File: config.mk
export PLATFORM = sky130hd
export DESIGN_NAME = timer_irq_video_sync_flat
export DESIGN_NICKNAME = d
export VERILOG_FILES = /design/src/hdl/tisync_pkg.sv /design/src/hdl/tisync_ifs.sv /design/src/hdl/tisync_in_stage.sv /design/src/hdl/tisync_core.sv /design/src/hdl/tisync_out_stage.sv /design/src/hdl/timer_irq_video_sync.sv /design/src/flat_wrapper.sv
export SDC_FILE = /design/constraint.sdc
export NUM_CORES = 1
export LEC_CHECK = 0
export ABC_AREA = 1
export BUFFER_PORTS_ARGS = -buffer_cell sky130_fd_sc_hd__buf_2
export CAP_MARGIN = 20
export CORE_ASPECT_RATIO = 1.75
export CORE_MARGIN = 4
export CORE_UTILIZATION = 62
export CTS_CLUSTER_SIZE = 16
export DETAILED_ROUTE_END_ITERATION = 12
export GPL_TIMING_DRIVEN = 1
export PLACE_DENSITY = 0.81
export SLEW_MARGIN = 15
export SYNTH_ARGS = -nofsm -noshare
export SYNTH_HDL_FRONTEND = slang
export SYNTH_HIERARCHICAL = 1
export SYNTH_SLANG_ARGS = --single-unit
export TNS_END_PERCENT = 10
File: constraint.sdc
create_clock -name clock -period 4.81 [get_ports clock]
set_clock_uncertainty 0.15 [all_clocks]
set_input_delay 0.962 -clock clock [delete_from_list [all_inputs] [get_ports clock]]
set_output_delay 0.962 -clock clock [all_outputs]
set_load 0.02 [all_outputs]
File: src/hdl/tisync_pkg.sv
// shared types, widths and codes of the timer, interrupt hold and video sync block
package tisync_pkg;

   localparam int ACTION_W = 3;
   localparam int OFFSET_W = 6;
   localparam int DATA_W = 8;
   localparam int CYCLES_W = 7;
   localparam int CYC_MAX = (1 << CYCLES_W) - 1;

   localparam int TIMER_W = 21;
   localparam int LATCH_W = 16;
   localparam int THOLD_W = 10;
   localparam int KHOLD_W = 20;

   localparam int CSR_IDX_W = 1;
   localparam int CSR_DATA_W = 20;

   localparam int CYCLES_PER_LINE_DEF = 64;
   localparam int LINES_PER_FRAME_DEF = 312;

   localparam logic [THOLD_W-1:0] THOLD_RESET = 10'd100;
   localparam logic [KHOLD_W-1:0] KHOLD_RESET = 20'd500000;
   localparam logic [LATCH_W-1:0] LATCH_RESET = 16'hFFFF;
   localparam logic [TIMER_W-1:0] TIMER_RESET = 21'd65535;

   typedef enum logic [ACTION_W-1:0] {
      ACT_TICK        = 3'd0,
      ACT_WRITE       = 3'd1,
      ACT_READ        = 3'd2,
      ACT_KEY_PRESS   = 3'd3,
      ACT_KEY_RELEASE = 3'd4
   } action_type;

   typedef enum logic [CSR_IDX_W-1:0] {
      CSR_TIMER_HOLD = 1'b0,
      CSR_KEY_HOLD   = 1'b1
   } csr_index_type;

   localparam logic [OFFSET_W-1:0] REG_STATUS    = 6'h00;
   localparam logic [OFFSET_W-1:0] REG_KEY_ACK   = 6'h03;
   localparam logic [OFFSET_W-1:0] REG_CONTROL   = 6'h05;
   localparam logic [OFFSET_W-1:0] REG_LATCH_HI  = 6'h06;
   localparam logic [OFFSET_W-1:0] REG_LATCH_LO  = 6'h07;
   localparam logic [OFFSET_W-1:0] REG_LINE_STAT = 6'h0A;
   localparam logic [OFFSET_W-1:0] REG_MODE      = 6'h24;
   localparam logic [OFFSET_W-1:0] REG_SYNC      = 6'h27;

   typedef struct packed {
      logic [ACTION_W-1:0] action;
      logic [OFFSET_W-1:0] reg_offset;
      logic [DATA_W-1:0]   data;
      logic [CYCLES_W-1:0] cycles;
   } req_item_type;

   typedef struct packed {
      logic [DATA_W-1:0] read_data;
      logic              irq_line;
   } rsp_item_type;

endpackage

File: src/hdl/tisync_ifs.sv
// channel interfaces: request, response and configuration write
interface tisync_req_if;
   logic                             valid;
   logic                             ready;
   logic [tisync_pkg::ACTION_W-1:0]  action;
   logic [tisync_pkg::OFFSET_W-1:0]  reg_offset;
   logic [tisync_pkg::DATA_W-1:0]    data;
   logic [tisync_pkg::CYCLES_W-1:0]  cycles;

   modport source (output valid, action, reg_offset, data, cycles, input ready);
   modport sink (input valid, action, reg_offset, data, cycles, output ready);
endinterface

interface tisync_rsp_if;
   logic                           valid;
   logic                           ready;
   logic [tisync_pkg::DATA_W-1:0]  read_data;
   logic                           irq_line;

   modport source (output valid, read_data, irq_line, input ready);
   modport sink (input valid, read_data, irq_line, output ready);
endinterface

interface tisync_csr_if;
   logic                               valid;
   logic                               ready;
   logic [tisync_pkg::CSR_IDX_W-1:0]   idx;
   logic [tisync_pkg::CSR_DATA_W-1:0]  wdata;

   modport source (output valid, idx, wdata, input ready);
   modport sink (input valid, idx, wdata, output ready);
endinterface

File: src/hdl/tisync_in_stage.sv
// input register holding one accepted request transaction
module tisync_in_stage (
   input  logic                     clock,
   input  logic                     reset,
   tisync_req_if.sink               req_chan,
   input  logic                     pop,
   output logic                     item_valid,
   output tisync_pkg::req_item_type item
);

   logic                     valid_ff;
   logic                     valid_in;
   tisync_pkg::req_item_type item_ff;
   logic                     take;

   assign req_chan.ready = !valid_ff || pop;
   assign take = req_chan.valid && req_chan.ready;
   assign valid_in = take || (valid_ff && !pop);

   always_ff @(posedge clock) begin
      if (reset) begin
         valid_ff <= 1'b0;
      end else begin
         valid_ff <= valid_in;
      end
   end

   always_ff @(posedge clock) begin
      if (take) begin
         item_ff <= '{action: req_chan.action, reg_offset: req_chan.reg_offset,
                      data: req_chan.data, cycles: req_chan.cycles};
      end
   end

   assign item_valid = valid_ff;
   assign item = item_ff;

endmodule

File: src/hdl/tisync_core.sv
// state registers and the single-pass update for one transaction
module tisync_core #(
   parameter int CYCLES_PER_LINE = tisync_pkg::CYCLES_PER_LINE_DEF,
   parameter int LINES_PER_FRAME = tisync_pkg::LINES_PER_FRAME_DEF
) (
   input  logic                     clock,
   input  logic                     reset,
   tisync_csr_if.sink               csr_chan,
   input  logic                     fire,
   input  tisync_pkg::req_item_type item,
   output tisync_pkg::rsp_item_type result
);

   localparam int LC_W = $clog2(CYCLES_PER_LINE);
   localparam int LN_W = $clog2(LINES_PER_FRAME);
   localparam int LC_SUM_W = $clog2(CYCLES_PER_LINE + tisync_pkg::CYC_MAX);
   localparam int LINE_STEPS = (CYCLES_PER_LINE - 1 + tisync_pkg::CYC_MAX) / CYCLES_PER_LINE;

   logic [tisync_pkg::THOLD_W-1:0] timer_irq_hold_ff;
   logic [tisync_pkg::KHOLD_W-1:0] key_irq_hold_ff;

   logic [7:0]                     status_ff, status_in;
   logic [7:0]                     control_ff, control_in;
   logic [tisync_pkg::LATCH_W-1:0] latch_ff, latch_in;
   logic [tisync_pkg::TIMER_W-1:0] timer_ff, timer_in;
   logic [tisync_pkg::THOLD_W-1:0] thold_ff, thold_in;
   logic [tisync_pkg::KHOLD_W-1:0] khold_ff, khold_in;
   logic [LC_W-1:0]                line_cycle_ff, line_cycle_in;
   logic [LN_W-1:0]                line_number_ff, line_number_in;
   logic                           mode_ff, mode_in;
   logic                           irq_ff, irq_in;

   logic [7:0]                     lc8;
   logic [9:0]                     ln10;
   logic                           line_sync;
   logic                           frame_sync;
   logic [tisync_pkg::TIMER_W-1:0] reload;

   assign csr_chan.ready = 1'b1;
   assign reload = {2'b00, latch_ff, 3'b000};

   // beam position decode, widened to fixed compare widths
   assign lc8 = 8'(line_cycle_ff);
   assign ln10 = 10'(line_number_ff);
   assign line_sync = !(lc8 < 8'd11 || lc8 > 8'd51);
   always_comb begin
      frame_sync = 1'b1;
      if (ln10 < 10'd56 || ln10 > 10'd255) begin
         frame_sync = 1'b0;
      end else if (ln10 == 10'd56 && lc8 < 8'd12) begin
         frame_sync = 1'b0;
      end else if (ln10 == 10'd255 && lc8 > 8'd50) begin
         frame_sync = 1'b0;
      end
   end

   always_comb begin
      logic [LC_SUM_W-1:0]            lc_sum;
      logic [9:0]                     dec;
      logic [tisync_pkg::DATA_W-1:0]  rd;

      status_in = status_ff;
      control_in = control_ff;
      latch_in = latch_ff;
      timer_in = timer_ff;
      thold_in = thold_ff;
      khold_in = khold_ff;
      line_cycle_in = line_cycle_ff;
      line_number_in = line_number_ff;
      mode_in = mode_ff;
      irq_in = irq_ff;
      rd = '0;
      lc_sum = LC_SUM_W'(line_cycle_ff) + LC_SUM_W'(item.cycles);
      dec = '0;

      unique case (item.action)
         tisync_pkg::ACT_TICK: begin
            // one subtract per line crossed
            for (int i = 0; i < LINE_STEPS; i++) begin
               if (lc_sum >= LC_SUM_W'(CYCLES_PER_LINE)) begin
                  lc_sum = lc_sum - LC_SUM_W'(CYCLES_PER_LINE);
                  line_number_in = (line_number_in == LN_W'(LINES_PER_FRAME - 1)) ?
                                   '0 : line_number_in + 1'b1;
               end
            end
            line_cycle_in = LC_W'(lc_sum);

            thold_in = (thold_ff > 10'(item.cycles)) ? thold_ff - 10'(item.cycles) : '0;
            if (thold_in == '0) status_in[0] = 1'b0;
            khold_in = (khold_ff > 20'(item.cycles)) ? khold_ff - 20'(item.cycles) : '0;
            if (khold_in == '0) status_in[1] = 1'b0;
            if (status_in[2:0] == 3'b000) begin
               status_in[7] = 1'b0;
               irq_in = 1'b0;
            end

            if (!control_ff[0]) begin
               dec = control_ff[2] ? 10'(item.cycles) : {item.cycles, 3'b000};
            end
            // reload also catches a countdown past zero
            if (timer_ff <= 21'(dec) + 21'd5) begin
               thold_in = timer_irq_hold_ff;
               timer_in = reload;
               status_in = status_in | 8'h81;
               irq_in = 1'b1;
            end else begin
               timer_in = timer_ff - 21'(dec);
            end
         end
         tisync_pkg::ACT_WRITE: begin
            unique case (item.reg_offset)
               tisync_pkg::REG_STATUS: status_in = item.data;
               tisync_pkg::REG_KEY_ACK: if (!item.data[5]) khold_in = '0;
               tisync_pkg::REG_CONTROL: begin
                  control_in = item.data;
                  if (item.data[0]) timer_in = reload;
               end
               tisync_pkg::REG_LATCH_HI: latch_in = {item.data, latch_ff[7:0]};
               tisync_pkg::REG_LATCH_LO: latch_in = {latch_ff[15:8], item.data};
               tisync_pkg::REG_MODE: mode_in = item.data[0];
               default: ;
            endcase
         end
         tisync_pkg::ACT_READ: begin
            unique case (item.reg_offset)
               tisync_pkg::REG_STATUS: rd = (status_ff != '0) ? (status_ff | 8'h80) : '0;
               tisync_pkg::REG_CONTROL: rd = control_ff;
               tisync_pkg::REG_LATCH_HI: rd = timer_ff[18:11];
               tisync_pkg::REG_LATCH_LO: rd = timer_ff[10:3];
               tisync_pkg::REG_LINE_STAT: rd = (ln10 < 10'd200) ? 8'h00 : 8'h02;
               tisync_pkg::REG_SYNC: rd = {frame_sync, 1'b0, line_sync, 4'b0000, mode_ff};
               default: ;
            endcase
         end
         tisync_pkg::ACT_KEY_PRESS: begin
            status_in = status_ff | 8'h82;
            khold_in = key_irq_hold_ff;
            irq_in = 1'b1;
         end
         tisync_pkg::ACT_KEY_RELEASE: khold_in = '0;
         default: ;
      endcase

      result = '{read_data: rd, irq_line: irq_in};
   end

   always_ff @(posedge clock) begin
      if (reset) begin
         timer_irq_hold_ff <= tisync_pkg::THOLD_RESET;
         key_irq_hold_ff <= tisync_pkg::KHOLD_RESET;
      end else if (csr_chan.valid) begin
         unique case (csr_chan.idx)
            tisync_pkg::CSR_TIMER_HOLD:
               timer_irq_hold_ff <= csr_chan.wdata[tisync_pkg::THOLD_W-1:0];
            tisync_pkg::CSR_KEY_HOLD: key_irq_hold_ff <= csr_chan.wdata;
         endcase
      end
   end

   always_ff @(posedge clock) begin
      if (reset) begin
         status_ff <= '0;
         control_ff <= '0;
         latch_ff <= tisync_pkg::LATCH_RESET;
         timer_ff <= tisync_pkg::TIMER_RESET;
         thold_ff <= '0;
         khold_ff <= '0;
         line_cycle_ff <= '0;
         line_number_ff <= '0;
         mode_ff <= 1'b0;
         irq_ff <= 1'b0;
      end else if (fire) begin
         status_ff <= status_in;
         control_ff <= control_in;
         latch_ff <= latch_in;
         timer_ff <= timer_in;
         thold_ff <= thold_in;
         khold_ff <= khold_in;
         line_cycle_ff <= line_cycle_in;
         line_number_ff <= line_number_in;
         mode_ff <= mode_in;
         irq_ff <= irq_in;
      end
   end

`ifndef NO_ASSERTIONS
   a_line_cycle_range: assert property (@(posedge clock) disable iff (reset)
      lc8 < 8'(CYCLES_PER_LINE))
      else $error("line cycle out of range");

   a_line_number_range: assert property (@(posedge clock) disable iff (reset)
      ln10 < 10'(LINES_PER_FRAME))
      else $error("line number out of range");

   a_key_press_irq: assert property (@(posedge clock) disable iff (reset)
      (fire && item.action == tisync_pkg::ACT_KEY_PRESS) |=> (irq_ff && status_ff[1]))
      else $error("key press did not raise the interrupt");

   a_idle_holds_state: assert property (@(posedge clock) disable iff (reset)
      !fire |=> ($stable(timer_ff) && $stable(status_ff) && $stable(irq_ff)))
      else $error("state changed without a transaction");
`endif

endmodule

File: src/hdl/tisync_out_stage.sv
// result register feeding the response channel
module tisync_out_stage (
   input  logic                     clock,
   input  logic                     reset,
   input  logic                     load,
   input  tisync_pkg::rsp_item_type result,
   output logic                     can_load,
   tisync_rsp_if.source             rsp_chan
);

   logic                     valid_ff;
   logic                     valid_in;
   tisync_pkg::rsp_item_type result_ff;

   assign can_load = !valid_ff || rsp_chan.ready;
   assign valid_in = load || (valid_ff && !rsp_chan.ready);

   always_ff @(posedge clock) begin
      if (reset) begin
         valid_ff <= 1'b0;
      end else begin
         valid_ff <= valid_in;
      end
   end

   always_ff @(posedge clock) begin
      if (load) begin
         result_ff <= result;
      end
   end

   assign rsp_chan.valid = valid_ff;
   assign rsp_chan.read_data = result_ff.read_data;
   assign rsp_chan.irq_line = result_ff.irq_line;

endmodule

File: src/hdl/timer_irq_video_sync.sv
// Interval timer with interrupt hold counters and video line/frame position counters.
// Takes one request transaction per clock while the response side is not stalled: a
// transaction is registered in the input register at acceptance, its whole state update
// runs in one combinational pass once the result register can load, and its response is
// registered in the result register as the state registers update. The sustained rate
// is one transaction per cycle, set by the single update pass between the input register
// and the result register. A response waiting on
// a stalled consumer still lets one more request enter the input register.
// Configuration writes are always ready and take effect at once.
module timer_irq_video_sync #(
   parameter int CYCLES_PER_LINE = tisync_pkg::CYCLES_PER_LINE_DEF,
   parameter int LINES_PER_FRAME = tisync_pkg::LINES_PER_FRAME_DEF
) (
   input  logic         clock,
   input  logic         reset,
   tisync_req_if.sink   req_chan,
   tisync_rsp_if.source rsp_chan,
   tisync_csr_if.sink   csr_chan
);

   logic                     item_valid;
   tisync_pkg::req_item_type item;
   tisync_pkg::rsp_item_type result;
   logic                     can_load;
   logic                     fire;

   assign fire = item_valid && can_load;

   tisync_in_stage u_in_stage (
      .clock      (clock),
      .reset      (reset),
      .req_chan   (req_chan),
      .pop        (fire),
      .item_valid (item_valid),
      .item       (item)
   );

   tisync_core #(
      .CYCLES_PER_LINE (CYCLES_PER_LINE),
      .LINES_PER_FRAME (LINES_PER_FRAME)
   ) u_core (
      .clock    (clock),
      .reset    (reset),
      .csr_chan (csr_chan),
      .fire     (fire),
      .item     (item),
      .result   (result)
   );

   tisync_out_stage u_out_stage (
      .clock    (clock),
      .reset    (reset),
      .load     (fire),
      .result   (result),
      .can_load (can_load),
      .rsp_chan (rsp_chan)
   );

endmodule

File: src/flat_wrapper.sv
// flat-port wrapper written by rule: the top's interface ports become plain ports
module timer_irq_video_sync_flat 
#(
   parameter int CYCLES_PER_LINE = tisync_pkg::CYCLES_PER_LINE_DEF,
   parameter int LINES_PER_FRAME = tisync_pkg::LINES_PER_FRAME_DEF
)
  (clock, reset, req_chan_valid, req_chan_action, req_chan_reg_offset, req_chan_data, req_chan_cycles, req_chan_ready, rsp_chan_valid, rsp_chan_read_data, rsp_chan_irq_line, rsp_chan_ready, csr_chan_valid, csr_chan_idx, csr_chan_wdata, csr_chan_ready);
  tisync_req_if req_chan_i ();
  tisync_rsp_if rsp_chan_i ();
  tisync_csr_if csr_chan_i ();
  input  logic clock;
  input  logic reset;
  input wire logic [$bits(req_chan_i.valid)-1:0] req_chan_valid;
  input wire logic [$bits(req_chan_i.action)-1:0] req_chan_action;
  input wire logic [$bits(req_chan_i.reg_offset)-1:0] req_chan_reg_offset;
  input wire logic [$bits(req_chan_i.data)-1:0] req_chan_data;
  input wire logic [$bits(req_chan_i.cycles)-1:0] req_chan_cycles;
  output wire logic [$bits(req_chan_i.ready)-1:0] req_chan_ready;
  output wire logic [$bits(rsp_chan_i.valid)-1:0] rsp_chan_valid;
  output wire logic [$bits(rsp_chan_i.read_data)-1:0] rsp_chan_read_data;
  output wire logic [$bits(rsp_chan_i.irq_line)-1:0] rsp_chan_irq_line;
  input wire logic [$bits(rsp_chan_i.ready)-1:0] rsp_chan_ready;
  input wire logic [$bits(csr_chan_i.valid)-1:0] csr_chan_valid;
  input wire logic [$bits(csr_chan_i.idx)-1:0] csr_chan_idx;
  input wire logic [$bits(csr_chan_i.wdata)-1:0] csr_chan_wdata;
  output wire logic [$bits(csr_chan_i.ready)-1:0] csr_chan_ready;
  assign req_chan_i.valid = req_chan_valid;
  assign req_chan_i.action = req_chan_action;
  assign req_chan_i.reg_offset = req_chan_reg_offset;
  assign req_chan_i.data = req_chan_data;
  assign req_chan_i.cycles = req_chan_cycles;
  assign req_chan_ready = req_chan_i.ready;
  assign rsp_chan_valid = rsp_chan_i.valid;
  assign rsp_chan_read_data = rsp_chan_i.read_data;
  assign rsp_chan_irq_line = rsp_chan_i.irq_line;
  assign rsp_chan_i.ready = rsp_chan_ready;
  assign csr_chan_i.valid = csr_chan_valid;
  assign csr_chan_i.idx = csr_chan_idx;
  assign csr_chan_i.wdata = csr_chan_wdata;
  assign csr_chan_ready = csr_chan_i.ready;
  timer_irq_video_sync #(.CYCLES_PER_LINE(CYCLES_PER_LINE), .LINES_PER_FRAME(LINES_PER_FRAME)) u_core (.clock(clock), .reset(reset), .req_chan(req_chan_i), .rsp_chan(rsp_chan_i), .csr_chan(csr_chan_i));
endmodule
==> results.json <==
{
  "cp_top_family": "simple AND/OR/NAND/NOR gates",
  "use_met3_pct": 3.79,
  "ys.warnings.count": 6,
  "hp-class": "flop to flop",
  "maxCapViolations": 0,
  "antenna_found_initial": 0,
  "hold_buffers": 0,
  "ant_nets": 0,
  "status": "completed",
  "max_clock_freq_mhz": 240,
  "ff2ff_path_depth": 25,
  "drive_gt1_share_pct": 10.9,
  "chipHeight_um": 177,
  "grt_pass1_wl_um": 46700,
  "period_share_pct": 86.5,
  "worstHoldPathCells": 2,
  "hold_viol": 0,
  "ys_seq_area_share_pct": 35.7,
  "clock_sinks": 165,
  "netlist_instances": 1438,
  "core_um2": 16000,
  "rsz0062_at_grt": "no",
  "drt_wl_total_um": 29400,
  "r2r-start": "u_core/u_core/control_ff[2]",
  "met2_usage_pct": 56.3,
  "cts_setup_buffers": 0,
  "slowest_delay_ps": 370,
  "cp.buffers_inverters": 5,
  "drtPass1Iterations": 5,
  "crit_path_end": "u_core/u_core/timer_ff[9]",
  "syn_to_final_growth_pct": 9.97,
  "p_leak_nw": 5.04,
  "r2r_setup_slack_ps": 650,
  "synth.avg_cell_area_um2": 7.08,
  "cts_root_buf": "clkbuf_16",
  "viasPerCell": 5.97,
  "start_util_pct": 63.5,
  "critPathLaunch": "u_core/u_core/control_ff[2]",
  "tightest_slew_ps": 871,
  "via_count": 10000,
  "use_met1_pct": 33.8,
  "clk_path_buf_depth": 2,
  "ir_worst_vdd_uv": 264,
  "r2r_end": "u_core/u_core/timer_ff[9]",
  "cts_inserted_buffers": 17,
  "track_usage_pct": 31.7,
  "grt_max_degree": 72,
  "crit_fanout": 19,
  "fin_crit_ps": 4160,
  "cts_htree_levels": 4,
  "setup_viol": 0,
  "drt_iter0_markers": 680,
  "final.setup.tns_ps": 0,
  "dp_hpwl_um": 21800,
  "cts_tree": "done",
  "clk_pin_slew_worst_paths_ps": 70,
  "die_w_um": 105,
  "cts_resized": 0,
  "ios": 62,
  "grt_pass1_vias": 9640,
  "crit_path_end_kind": "flop",
  "grt_overflow_total": 0,
  "num-fill-cells": 1399,
  "power_density_nw_per_um2": 313,
  "holdWs_ps": 325,
  "antenna_cells": 0,
  "arrival_ps": 4340,
  "gp_congestion": 0.971,
  "cpMostUsedCell": "nor2_1",
  "worstPathRequired_ps": 4980,
  "rows": 61,
  "slew_headroom_pct": 41.8,
  "busiest_layer": "met2",
  "ys_types": 58,
  "dieArea_um2": 18600,
  "synth-seq-cells": 165,
  "layout.nets": 1580,
  "port_buffers": 60,
  "clk_latency_ps": 430,
  "remaining_drc_errors": 0,
  "critical_path.startpoint_type": "flop",
  "wl_per_cell_um": 17.5,
  "critPathSlowestCell": "dfxtp_1",
  "syn_nets": 1538,
  "worstSetupPathType": "flop to flop",
  "worst-path-stages": 25,
  "synth.cell_area_um2": 10200,
  "final_max_slew_viol_count": 0
}
worst reg2reg max path, delay by kind of cell, from the launching register on:
family                     cells  cell delay, ps
DFF                            1             370
and+or+nand+nor               10            1270
adders and majority gates      2             540
buffers and inverters          5             580
AOI/OAI and AO/OA              7             800
muxes                          1             350
per-layer routing:
layer  routed length (µm)  vias to the layer above  share of wire (%)
met4                 2250                        0                7.6
li1                     -                     4910                  -
met5                    0                        -                  0
met3                 1520                      133                5.2
met1                10900                     4601                 37
met2                14700                      402                 50
Yosys cell counts, drive strengths merged:
cell type,instances,area share [%]
o31ai,1,0.074
nand3,98,5.2
o22ai,4,0.25
a21o,1,0.074
edfxtp,33,9.7
a221oi,4,0.34
a22oi,5,0.37
and2,1,0.062
o211ai,40,3.0
a21oi,95,4.9
mux2,1,0.11
o311ai,1,0.086
conb,1,0.037
a2111oi,1,0.086
a211oi,6,0.44
nand4,30,2.0
nor3,12,0.64
xnor2,9,0.77
nor2,174,6.7
buf,15,0.91
o41ai,1,0.086
xor2,25,2.2
inv,168,6.2
nand2,347,14
o21ai,88,4.5
or2,7,0.45
clkbuf,34,1.3
o221ai,4,0.34
a41oi,2,0.17
clkinv,2,0.074
ha,46,5.7
dfxtp,132,26
nand3b,5,0.37
o21a,2,0.15
a31oi,31,1.9
fa,4,0.79
nor4,8,0.70
cell type report:
type                            instances  area (µm²)  area share [%]
Multi-Input combinational cell       1054        5690            50.9
Sequential cell                       165        3630            32.5
Inverter                              170         638            5.70
Clock buffer                           18         450            4.03
Timing Repair Buffer                   72         403            3.60
Tap cell                              189         236            2.11
Clock inverter                         14         138            1.23
logic make-up after synthesis:
logic type	Yosys count	synth area share [%]
fa+ha+maj	50	6.44
simple gates	682	29.6
flops	165	35.7
xor+xnor	34	2.93
other cells	1	0.0369
compound gates	286	16.7
mux	1	0.111
buf+inv	219	8.43
power by group:
group	total (W)	internal, W	switching [W]
logic	0.000614	0.000204	0.000409
clock network	0.00136	0.000757	0.000606
registers	0.00152	0.00147	0.0000526
per-stage QoR:
stage               util, %  cells  cell area [µm²]  setup WS (ps)  total power, W
detailed placement     66.0   1649            10600            727         0.00215
CTS                    69.7   1681            11200            711         0.00350
global route           69.8   1682            11200            206         0.00365
finish                 69.8   1682            11200            647         0.00350
global placement       66.0   1649            10600            842         0.00214
floorplan                 -   1438            10200           1240         0.00199
layout by cell type (no fill, tap or decap), types with 6 or more instances in the layout:
cell,synthesis,routed
o21ai_0,84,84
nand2_1,327,327
clkbuf_16,0,18
xor2_1,25,25
edfxtp_1,33,33
a211oi_1,6,6
a21oi_1,91,89
ha_1,46,46
inv_2,6,7
a31oi_1,31,31
nor3_1,11,11
nor4_1,6,6
buf_4,2,11
nand4_1,29,29
nor2_1,166,166
nand3_1,92,92
dfxtp_1,132,132
xnor2_1,9,9
buf_2,11,60
inv_1,162,161
o211ai_1,40,40
nor2_2,7,7
nand2_2,15,15
worst min-delay path by stage:
stage,start,end,slack [ps]
final,u_core/u_core/thold_ff[2],u_core/u_core/thold_ff[2],330
after global placement,u_core/u_core/timer_irq_hold_ff[6],u_core/u_core/timer_irq_hold_ff[6],300
after floorplan,u_core/u_core/timer_irq_hold_ff[2],u_core/u_core/timer_irq_hold_ff[2],280
after CTS,u_core/u_core/thold_ff[0],u_core/u_core/thold_ff[0],320
after global routing,u_core/u_core/thold_ff[0],u_core/u_core/thold_ff[0],330
after detailed placement,u_core/u_core/latch_ff[3],u_core/u_core/latch_ff[3],310
sequential cells by signal, indices dropped and copies added, names as in the netlist:
| register | cells |
|---|---|
| u_core/u_core/timer_irq_hold_ff | 10 |
| u_core/u_core/line_number_ff | 9 |
| u_core/u_core/status_ff | 8 |
| u_core/u_in_stage/item | 24 |
| u_core/u_out_stage/rsp_chan.read_data | 8 |
| u_core/u_core/line_cycle_ff | 6 |
| u_core/u_in_stage/item_valid | 1 |
| u_core/u_core/key_irq_hold_ff | 20 |
| u_core/u_core/irq_ff | 1 |
| u_core/u_core/timer_ff | 21 |
| u_core/u_out_stage/rsp_chan.valid | 1 |
| u_core/u_core/mode_ff | 1 |
| u_core/u_core/latch_ff | 16 |
| u_core/u_core/control_ff | 8 |
| u_core/u_out_stage/rsp_chan.irq_line | 1 |
| u_core/u_core/thold_ff | 10 |
| u_core/u_core/khold_ff | 20 |
No activity file was read; power rests on OpenSTA's default activity.
